## src/rtl/assert_macros.svh

```systemverilog
// Assertion macros used by the sequencer RTL.
`ifndef ASSERT_MACROS_SVH
`define ASSERT_MACROS_SVH
`ifndef SYNTHESIS
`define ASSERT_IMPLY(lbl, clk, rstn, ante, cons) \
	lbl: assert property (@(posedge clk) disable iff (!(rstn)) (ante) |-> (cons)) \
		else $error("implication check failed");
`define ASSERT_NEXT(lbl, clk, rstn, ante, cons) \
	lbl: assert property (@(posedge clk) disable iff (!(rstn)) (ante) |=> (cons)) \
		else $error("next-cycle check failed");
`else
`define ASSERT_IMPLY(lbl, clk, rstn, ante, cons)
`define ASSERT_NEXT(lbl, clk, rstn, ante, cons)
`endif
`endif

```

## src/rtl/i2cs_pkg.sv

```systemverilog
// Types, codes and constants of the I2C transfer sequencer.
package i2cs_pkg;

	localparam int MAX_BYTES_DEF = 16;
	localparam int CNT_W = 5;

	localparam logic [1:0] KIND_START = 2'd0;
	localparam logic [1:0] KIND_LOAD  = 2'd1;
	localparam logic [1:0] KIND_EVENT = 2'd2;
	localparam logic [1:0] KIND_BAD   = 2'd3;

	localparam logic [1:0] MODE_W   = 2'd0;
	localparam logic [1:0] MODE_R   = 2'd1;
	localparam logic [1:0] MODE_WR  = 2'd2;
	localparam logic [1:0] MODE_BAD = 2'd3;

	typedef enum logic [2:0] {
		CMD_NONE   = 3'd0,
		CMD_START  = 3'd1,
		CMD_RSTART = 3'd2,
		CMD_TX     = 3'd3,
		CMD_RCEN   = 3'd4,
		CMD_ACK    = 3'd5,
		CMD_NACK   = 3'd6,
		CMD_STOP   = 3'd7
	} cmd_t;

	typedef enum logic [9:0] {
		PH_IDLE   = 10'b00_0000_0001,
		PH_START  = 10'b00_0000_0010,
		PH_ADDR   = 10'b00_0000_0100,
		PH_WDATA  = 10'b00_0000_1000,
		PH_WLAST  = 10'b00_0001_0000,
		PH_RADDR  = 10'b00_0010_0000,
		PH_RACK   = 10'b00_0100_0000,
		PH_RDATA  = 10'b00_1000_0000,
		PH_STOP   = 10'b01_0000_0000,
		PH_FINISH = 10'b10_0000_0000
	} phase_t;

	typedef struct packed {
		logic [1:0]       kind;
		logic [1:0]       mode;
		logic [7:0]       address;
		logic [7:0]       read_address;
		logic [CNT_W-1:0] write_length;
		logic [CNT_W-1:0] read_length;
		logic [3:0]       write_index;
		logic [7:0]       write_byte;
		logic             ack_status;
		logic [7:0]       bus_rx_byte;
	} req_t;

	typedef struct packed {
		cmd_t       command;
		logic [7:0] tx_byte;
		logic       read_valid;
		logic [7:0] read_byte;
		logic [3:0] read_index;
		logic       done_res;
		logic       no_ack_error;
		logic       busy_res;
	} rsp_t;

endpackage

```

## src/rtl/i2cs_ifs.sv

```systemverilog
// Valid/ready channel interfaces for request and response words.
interface i2cs_req_if;
	import i2cs_pkg::*;
	logic valid;
	logic ready;
	req_t data;
	modport source (output valid, output data, input ready);
	modport sink (input valid, input data, output ready);
endinterface

interface i2cs_rsp_if;
	import i2cs_pkg::*;
	logic valid;
	logic ready;
	rsp_t data;
	modport source (output valid, output data, input ready);
	modport sink (input valid, input data, output ready);
endinterface

```

## src/rtl/i2cs_wbuf.sv

```systemverilog
// Write data buffer: register file with one write port and one read port.
module i2cs_wbuf #(
	parameter int MAX_BYTES = i2cs_pkg::MAX_BYTES_DEF
) (
	input  logic                      clk,
	input  logic                      wr_en,
	input  logic [3:0]                wr_index,
	input  logic [7:0]                wr_data,
	input  logic [i2cs_pkg::CNT_W-1:0] rd_index,
	output logic [7:0]                rd_data
);
	import i2cs_pkg::*;

	// The load index is four bits wide, so no more than sixteen entries are reachable.
	localparam int DEPTH = (MAX_BYTES < 16) ? MAX_BYTES : 16;
	localparam int AW = (DEPTH > 1) ? $clog2(DEPTH) : 1;

	logic [7:0] buf_q [DEPTH];
	logic       wr_ok;
	logic       rd_ok;

	assign wr_ok = ({1'b0, wr_index} < 5'(DEPTH));
	assign rd_ok = (rd_index < CNT_W'(DEPTH));

	always_ff @(posedge clk) begin
		if (wr_en && wr_ok) begin
			buf_q[wr_index[AW-1:0]] <= wr_data;
		end
	end

	always_comb begin
		rd_data = 8'd0;
		if (rd_ok) begin
			rd_data = buf_q[rd_index[AW-1:0]];
		end
	end

endmodule

```

## src/rtl/i2cs_fsm.sv

```systemverilog
// Transaction state machine: at most one bus command per word, state advances on step.
module i2cs_fsm #(
	parameter int MAX_BYTES = i2cs_pkg::MAX_BYTES_DEF
) (
	input  logic                       clk,
	input  logic                       arst_n,
	input  logic                       step,
	input  i2cs_pkg::req_t             req,
	input  logic [7:0]                 buf_data,
	output logic [i2cs_pkg::CNT_W-1:0] buf_index,
	output i2cs_pkg::rsp_t             rsp
);
	import i2cs_pkg::*;

	phase_t           phase_q, phase_d;
	logic [1:0]       mode_q, mode_d;
	logic [CNT_W-1:0] cnt_q, cnt_d;
	logic [7:0]       addr1_q, addr1_d;
	logic [7:0]       addr2_q, addr2_d;
	logic [CNT_W-1:0] txn_q, txn_d;
	logic [CNT_W-1:0] rxn_q, rxn_d;
	logic             err_q, err_d;
	logic [CNT_W-1:0] cnt_inc;

	function automatic logic [CNT_W-1:0] clamp_len(input logic [CNT_W-1:0] len);
		logic [CNT_W-1:0] r;
		r = len;
		if (len == '0) begin
			r = CNT_W'(1);
		end else if ({4'd0, len} > 9'(MAX_BYTES)) begin
			r = CNT_W'(MAX_BYTES);
		end
		return r;
	endfunction

	assign cnt_inc = cnt_q + CNT_W'(1);
	assign buf_index = cnt_q;

	always_comb begin
		phase_d = phase_q;
		mode_d  = mode_q;
		cnt_d   = cnt_q;
		addr1_d = addr1_q;
		addr2_d = addr2_q;
		txn_d   = txn_q;
		rxn_d   = rxn_q;
		err_d   = err_q;
		rsp     = '0;
		rsp.command = CMD_NONE;

		if (req.kind == KIND_START) begin
			if (phase_q == PH_IDLE && req.mode != MODE_BAD) begin
				mode_d  = req.mode;
				addr1_d = req.address;
				addr2_d = req.read_address;
				txn_d   = clamp_len(req.write_length);
				rxn_d   = clamp_len(req.read_length);
				cnt_d   = '0;
				err_d   = 1'b0;
				phase_d = PH_START;
			end
		end else if (req.kind == KIND_EVENT) begin
			unique case (phase_q)
				PH_START: begin
					rsp.command = CMD_START;
					phase_d = PH_ADDR;
				end
				PH_ADDR: begin
					rsp.command = CMD_TX;
					rsp.tx_byte = addr1_q;
					phase_d = (mode_q == MODE_R) ? PH_RACK : PH_WDATA;
				end
				PH_WDATA, PH_WLAST: begin
					if (req.ack_status) begin
						err_d = 1'b1;
						rsp.command = CMD_STOP;
						if (mode_q == MODE_W) begin
							rsp.done_res = 1'b1;
							phase_d = PH_IDLE;
						end else begin
							phase_d = PH_FINISH;
						end
					end else if (phase_q == PH_WDATA) begin
						rsp.command = CMD_TX;
						rsp.tx_byte = buf_data;
						cnt_d = cnt_inc;
						if (cnt_inc >= txn_q) begin
							phase_d = PH_WLAST;
						end
					end else if (mode_q == MODE_W) begin
						rsp.command = CMD_STOP;
						phase_d = PH_FINISH;
					end else begin
						rsp.command = CMD_RSTART;
						phase_d = PH_RADDR;
					end
				end
				PH_RADDR: begin
					rsp.command = CMD_TX;
					rsp.tx_byte = addr2_q;
					cnt_d = '0;
					phase_d = PH_RACK;
				end
				PH_RACK: begin
					if (req.ack_status) begin
						err_d = 1'b1;
						rsp.command = CMD_STOP;
						phase_d = PH_FINISH;
					end else begin
						rsp.command = CMD_RCEN;
						phase_d = PH_RDATA;
					end
				end
				PH_RDATA: begin
					rsp.read_valid = 1'b1;
					rsp.read_byte  = req.bus_rx_byte;
					rsp.read_index = cnt_q[3:0];
					cnt_d = cnt_inc;
					if (cnt_inc >= rxn_q) begin
						rsp.command = CMD_NACK;
						phase_d = PH_STOP;
					end else begin
						rsp.command = CMD_ACK;
						phase_d = PH_RACK;
					end
				end
				PH_STOP: begin
					rsp.command = CMD_STOP;
					phase_d = PH_FINISH;
				end
				PH_FINISH: begin
					rsp.done_res = 1'b1;
					phase_d = PH_IDLE;
				end
				default: begin
					phase_d = phase_q;
				end
			endcase
		end

		rsp.no_ack_error = err_d;
		rsp.busy_res = (phase_d != PH_IDLE);
	end

	always_ff @(posedge clk or negedge arst_n) begin
		if (!arst_n) begin
			phase_q <= PH_IDLE;
			mode_q  <= MODE_W;
			cnt_q   <= '0;
			addr1_q <= 8'd0;
			addr2_q <= 8'd0;
			txn_q   <= CNT_W'(1);
			rxn_q   <= CNT_W'(1);
			err_q   <= 1'b0;
		end else if (step) begin
			phase_q <= phase_d;
			mode_q  <= mode_d;
			cnt_q   <= cnt_d;
			addr1_q <= addr1_d;
			addr2_q <= addr2_d;
			txn_q   <= txn_d;
			rxn_q   <= rxn_d;
			err_q   <= err_d;
		end
	end

endmodule

```

## src/rtl/i2c_master_transfer_sequencer.sv

```systemverilog
// A word accepted into the input register passes through the state machine into the output register.
// Throughput: one word per cycle without back-pressure; the input register advances whenever the
// output register is empty or being taken, so ready only drops under back-pressure.
// Reset clears the phase, counters, address and error state and both valid flags.
// The write buffer is not cleared by reset; its entries hold no value until loaded.
`include "assert_macros.svh"

module i2c_master_transfer_sequencer #(
	parameter int MAX_BYTES = i2cs_pkg::MAX_BYTES_DEF
) (
	input logic            clk,
	input logic            arst_n,
	i2cs_req_if.sink       req,
	i2cs_rsp_if.source     rsp
);
	import i2cs_pkg::*;

	logic             valid_s1;
	req_t             req_s1;
	logic             rsp_valid_q;
	rsp_t             rsp_q;
	logic             advance;
	rsp_t             fsm_rsp;
	logic [CNT_W-1:0] buf_index;
	logic [7:0]       buf_data;

	assign advance   = valid_s1 && (!rsp_valid_q || rsp.ready);
	assign req.ready = !valid_s1 || advance;
	assign rsp.valid = rsp_valid_q;
	assign rsp.data  = rsp_q;

	i2cs_wbuf #(.MAX_BYTES(MAX_BYTES)) u_wbuf (
		.clk      (clk),
		.wr_en    (advance && req_s1.kind == KIND_LOAD),
		.wr_index (req_s1.write_index),
		.wr_data  (req_s1.write_byte),
		.rd_index (buf_index),
		.rd_data  (buf_data)
	);

	i2cs_fsm #(.MAX_BYTES(MAX_BYTES)) u_fsm (
		.clk       (clk),
		.arst_n    (arst_n),
		.step      (advance),
		.req       (req_s1),
		.buf_data  (buf_data),
		.buf_index (buf_index),
		.rsp       (fsm_rsp)
	);

	always_ff @(posedge clk or negedge arst_n) begin
		if (!arst_n) begin
			valid_s1    <= 1'b0;
			rsp_valid_q <= 1'b0;
		end else begin
			if (req.valid && req.ready) begin
				valid_s1 <= 1'b1;
			end else if (advance) begin
				valid_s1 <= 1'b0;
			end
			if (advance) begin
				rsp_valid_q <= 1'b1;
			end else if (rsp.ready) begin
				rsp_valid_q <= 1'b0;
			end
		end
	end

	always_ff @(posedge clk) begin
		if (req.valid && req.ready) begin
			req_s1 <= req.data;
		end
		if (advance) begin
			rsp_q <= fsm_rsp;
		end
	end

	`ASSERT_IMPLY(a_rd_cmd, clk, arst_n, rsp_valid_q && rsp_q.read_valid,
		rsp_q.command == CMD_ACK || rsp_q.command == CMD_NACK)
	`ASSERT_IMPLY(a_done_idle, clk, arst_n, rsp_valid_q && rsp_q.done_res, !rsp_q.busy_res)
	`ASSERT_NEXT(a_adv_out, clk, arst_n, advance, rsp_valid_q)
	`ASSERT_IMPLY(a_stall_why, clk, arst_n, valid_s1 && !advance, rsp_valid_q && !rsp.ready)

endmodule
```

## src/flat_wrapper.sv

```systemverilog
// flat-port wrapper written by rule: the top's interface ports become plain ports
module i2c_master_transfer_sequencer_flat import i2cs_pkg::*;
#(
	parameter int MAX_BYTES = i2cs_pkg::MAX_BYTES_DEF
)
  (clk, arst_n, req_valid, req_data, req_ready, rsp_valid, rsp_data, rsp_ready);
  i2cs_req_if req_i ();
  i2cs_rsp_if rsp_i ();
  input logic clk;
  input logic arst_n;
  input wire logic [$bits(req_i.valid)-1:0] req_valid;
  input wire logic [$bits(req_i.data)-1:0] req_data;
  output wire logic [$bits(req_i.ready)-1:0] req_ready;
  output wire logic [$bits(rsp_i.valid)-1:0] rsp_valid;
  output wire logic [$bits(rsp_i.data)-1:0] rsp_data;
  input wire logic [$bits(rsp_i.ready)-1:0] rsp_ready;
  assign req_i.valid = req_valid;
  assign req_i.data = req_data;
  assign req_ready = req_i.ready;
  assign rsp_valid = rsp_i.valid;
  assign rsp_data = rsp_i.data;
  assign rsp_i.ready = rsp_ready;
  i2c_master_transfer_sequencer #(.MAX_BYTES(MAX_BYTES)) u_core (.clk(clk), .arst_n(arst_n), .req(req_i), .rsp(rsp_i));
endmodule
```

## config.mk

```make
export PLATFORM = sky130hd
export DESIGN_NAME = i2c_master_transfer_sequencer_flat
export DESIGN_NICKNAME = d
export VERILOG_FILES = /design/src/rtl/i2cs_pkg.sv /design/src/rtl/i2cs_ifs.sv /design/src/rtl/i2cs_wbuf.sv /design/src/rtl/i2cs_fsm.sv /design/src/rtl/i2c_master_transfer_sequencer.sv /design/src/flat_wrapper.sv
export VERILOG_INCLUDE_DIRS = /design/src /design/src/rtl
export SDC_FILE = /design/constraint.sdc
export NUM_CORES = 1
export LEC_CHECK = 0
export ABC_AREA = 1
export BUFFER_PORTS_ARGS = -buffer_cell sky130_fd_sc_hd__buf_2
export CAP_MARGIN = 10
export CORE_MARGIN = 5
export CORE_UTILIZATION = 60
export CTS_CLUSTER_DIAMETER = 120
export CTS_CLUSTER_SIZE = 16
export DETAILED_ROUTE_END_ITERATION = 10
export PLACE_DENSITY = 0.91
export RECOVER_POWER = 100
export SLEW_MARGIN = 20
export SYNTH_ARGS = -nofsm -noshare
export SYNTH_HDL_FRONTEND = slang
export SYNTH_SLANG_ARGS = --single-unit
export TNS_END_PERCENT = 20
```

## constraint.sdc

```tcl
create_clock -name clk -period 5.7 [get_ports clk]
set_input_delay 1.14 -clock clk [delete_from_list [all_inputs] [get_ports clk]]
set_output_delay 1.14 -clock clk [all_outputs]
set_load 0.02 [all_outputs]
```

==> flow_summary.ini <==
[detailed_routing]
route.detailed.drc = 0
via_count = 7314
drt_iter0_drc = 788
dr.pass1.iters = 8
wl_per_cell_um = 20.2
postRouteAntennaNets = 0
drt_wl_total_um = 24700
viasPerCell = 5.97

[global_routing]
overflow = 0
grt_max_degree = 52
grt_first_pass_wirelength_um = 37800
antenna_found_initial = 0
grt_pass1_vias = 6985
gr-usage-all-layers = 0.242

[cells_and_area]
nFillCells = 1162
final_common_cell = edfxtp_1
area_delta_synth_final_pct = 10.1
post-route-util = 0.672
drive_above_1_share = 0.105
num-nets-final = 1058
antennaDiodeCount = 0
seqCellArea_um2 = 7340
multi_input_area_um2 = 2650
layout_common_cells = edfxtp_1 (206), nor2_1 (131), nand2_1 (127), o21ai_0 (102), inv_1 (88)

[power_and_ir_drop]
p_int_mw = 3.18
ir_drop_mv = 0.320
p_sw_frac = 0.328
power.switching_mw = 1.55
p_clk_frac = 0.264
powerDensity_nw_per_um2 = 409
p_comb_frac = 0.243
p_leak_nw = 4.46
power.total_mw = 4.73
pwr-share-seq = 0.492

[placed_design]
io_buffers = 83
gp_congestion = 0.978
dp_hpwl_um = 16200

[setup_path]
cp.required_ns = 5.95
reg2reg_slack_ns = 2.03
worstRegToRegCells = 15
reg2reg_to = u_core.rsp.data[0]
crit_path_max_fanout = 38
crit_arrival_ns = 3.91
crit_type = flip-flop to flip-flop
crit_path_end_kind = flip-flop
crit_start = u_core.u_fsm.buf_index[0]
startpoint_type = flip-flop
r2r_start = u_core.u_fsm.buf_index[0]

[hold_path]
worst_hold_path.num_cells = 2
hp-class = flip-flop to flip-flop
holdCritStartpoint = u_core.req_s1[37]
hold_end = u_core.u_fsm.addr2_q[6]

[clock_tree]
post_cts_resized = 0
clk_path_buf_depth = 3
clock_latency_ns = 0.50
cts_tree = done
clk_pin_slew_ns = 0.08
cts_htree_levels = 1
hold_buffers = 0
cts-root-buf = clkbuf_16
cts_buffers = 19
cts_setup_buffers = 0
clock_sinks = 252

[status]
violations = max-capacitance violations, max-slew violations
status = finished with violations

[sta]
worst_slew_pin_slew_ns = 2.51
final-setup-viol-count = 0
post-route-period-util = 0.644
skew_ns = 0.0169
hold_ws_ns = 0.471
finalHoldViolCount = 0
slew_viol_final = 131
fin_crit_ns = 3.67
slew_headroom = -0.673
rsz0062_at_grt = no
max_freq_mhz = 273
setup_tns_ns = 0

[floorplan]
die_height_um = 142
dieWidth_um = 142
die-area_um2 = 20300
initial_core_util = 0.610
fp-row-count = 48
coreArea_um2 = 17200
pin_count = 84

[yosys]
synth_warnings = 0
synthesis.area_um2 = 10500
synthDistinctLibCells = 39
syn_nets = 983
synth.largest_area_cell = edfxtp_1
synth_seq_area_share = 0.698
syn_inst = 917
synth_area_leaders = edfxtp_1 (59%), dfrtp_1 (10%), o21ai_0 (4.8%)
synth_top_cell_area_share = 0.588
synth_seq_cells = 252
avgSynthCellArea_um2 = 11.5

[job]
max_cap_violations = 3
logic make-up (layout without fill, tap and decap cells):
kind of cell,count (synthesis),count (layout),synth area share
buffers and inverters,128,211,0.0468
AO/OA/AOI/OAI,179,179,0.0934
adder cells (fa/ha/maj),11,11,0.0131
flip-flops,252,252,0.698
XOR/XNOR,3,3,0.00250
AND/OR/NAND/NOR,344,344,0.146
power groups by stage:
stage | logic [mW] | registers, mW | clock network, mW
2_1_floorplan | 0.825 | 2.31 | 0
3_3_place_gp | 1.09 | 2.35 | 0
3_5_place_dp | 1.14 | 2.36 | 0
4_1_cts | 1.16 | 2.32 | 1.27
5_1_grt | 1.25 | 2.35 | 1.35
6_report | 1.15 | 2.33 | 1.25
worst max path at each step:
stage / slack (ns) / endpoint / cells past startpoint
after global routing: 1.78 / u_core.rsp.data[0] / 15
after detailed placement: 2.16 / u_core.u_wbuf.buf_q[6][6] / 9
after floorplan: 2.35 / u_core.u_wbuf.buf_q[10][0] / 9
final: 2.03 / u_core.rsp.data[0] / 15
after CTS: 2.38 / u_core.rsp.data[0] / 15
after global placement: 2.24 / u_core.u_wbuf.buf_q[8][5] / 9
cell usage after synthesis, drive strengths merged:
cell      n
edfxtp  206
o31ai     1
buf       6
nor4      2
nand2   134
a21oi    18
o22ai    47
inv      92
a31oi     4
o21a      1
xor2      3
dfrtp    43
clkinv    2
nor3      4
dfstp     3
ha       11
clkbuf   28
nand4     9
o21ai   103
nor2    140
a21o      1
nand3    55
a41oi     1
a21boi    2
a22oi     1
critical path, stage by stage, from the launching register on:
cell     delay (ns)
dfrtp_1        0.94
buf_4          0.48
nand3_1        0.16
xor2_1         0.23
inv_1          0.11
ha_1           0.33
a21o_1         0.19
a21oi_1        0.14
o21a_1         0.20
nor2_1         0.07
nand3_1        0.09
nand2_1        0.07
nor2_1         0.14
nand3_1        0.08
nor2_1         0.10
nand3_1        0.09
area by class of cell:
type	count	share of cell area
multi-input combinational	537	0.229
inverter	94	0.0307
timing repair buffer	88	0.0351
clock inverter	2	0.00335
clock buffer	27	0.0437
tap	225	0.0243
sequential	252	0.634
routing by layer:
| layer | vias to the layer above | track usage | wire (µm) |
|---|---|---|---|
| li1 | 3332 | - | - |
| met1 | 3427 | 0.332 | 9500 |
| met2 | 477 | 0.383 | 11700 |
| met3 | 78 | 0.0517 | 2620 |
| met4 | 0 | 0.0955 | 919 |
| met5 | - | 0 | 0 |
stage by stage:
stage	cells	setup WS [ns]	instance area, µm²
after floorplan	917	2.35	10500
after global placement	1196	2.24	11100
after detailed placement	1196	2.16	11100
after CTS	1225	2.38	11700
after global routing	1225	1.78	11600
final	1225	2.03	11600
flip-flops by register name (all words and copies together) (netlist names), 2 cells and up:
name / count
u_core.u_fsm.txn_q: 5
u_core.u_fsm.buf_index: 5
u_core.u_fsm.mode_q: 2
u_core.u_fsm.addr2_q: 8
u_core.u_wbuf.buf_q: 128
u_core.rsp.data: 27
u_core.u_fsm.phase_q: 10
u_core.req_s1: 51
u_core.u_fsm.addr1_q: 8
u_core.u_fsm.rxn_q: 5
(Power assumes the default switching activity.)
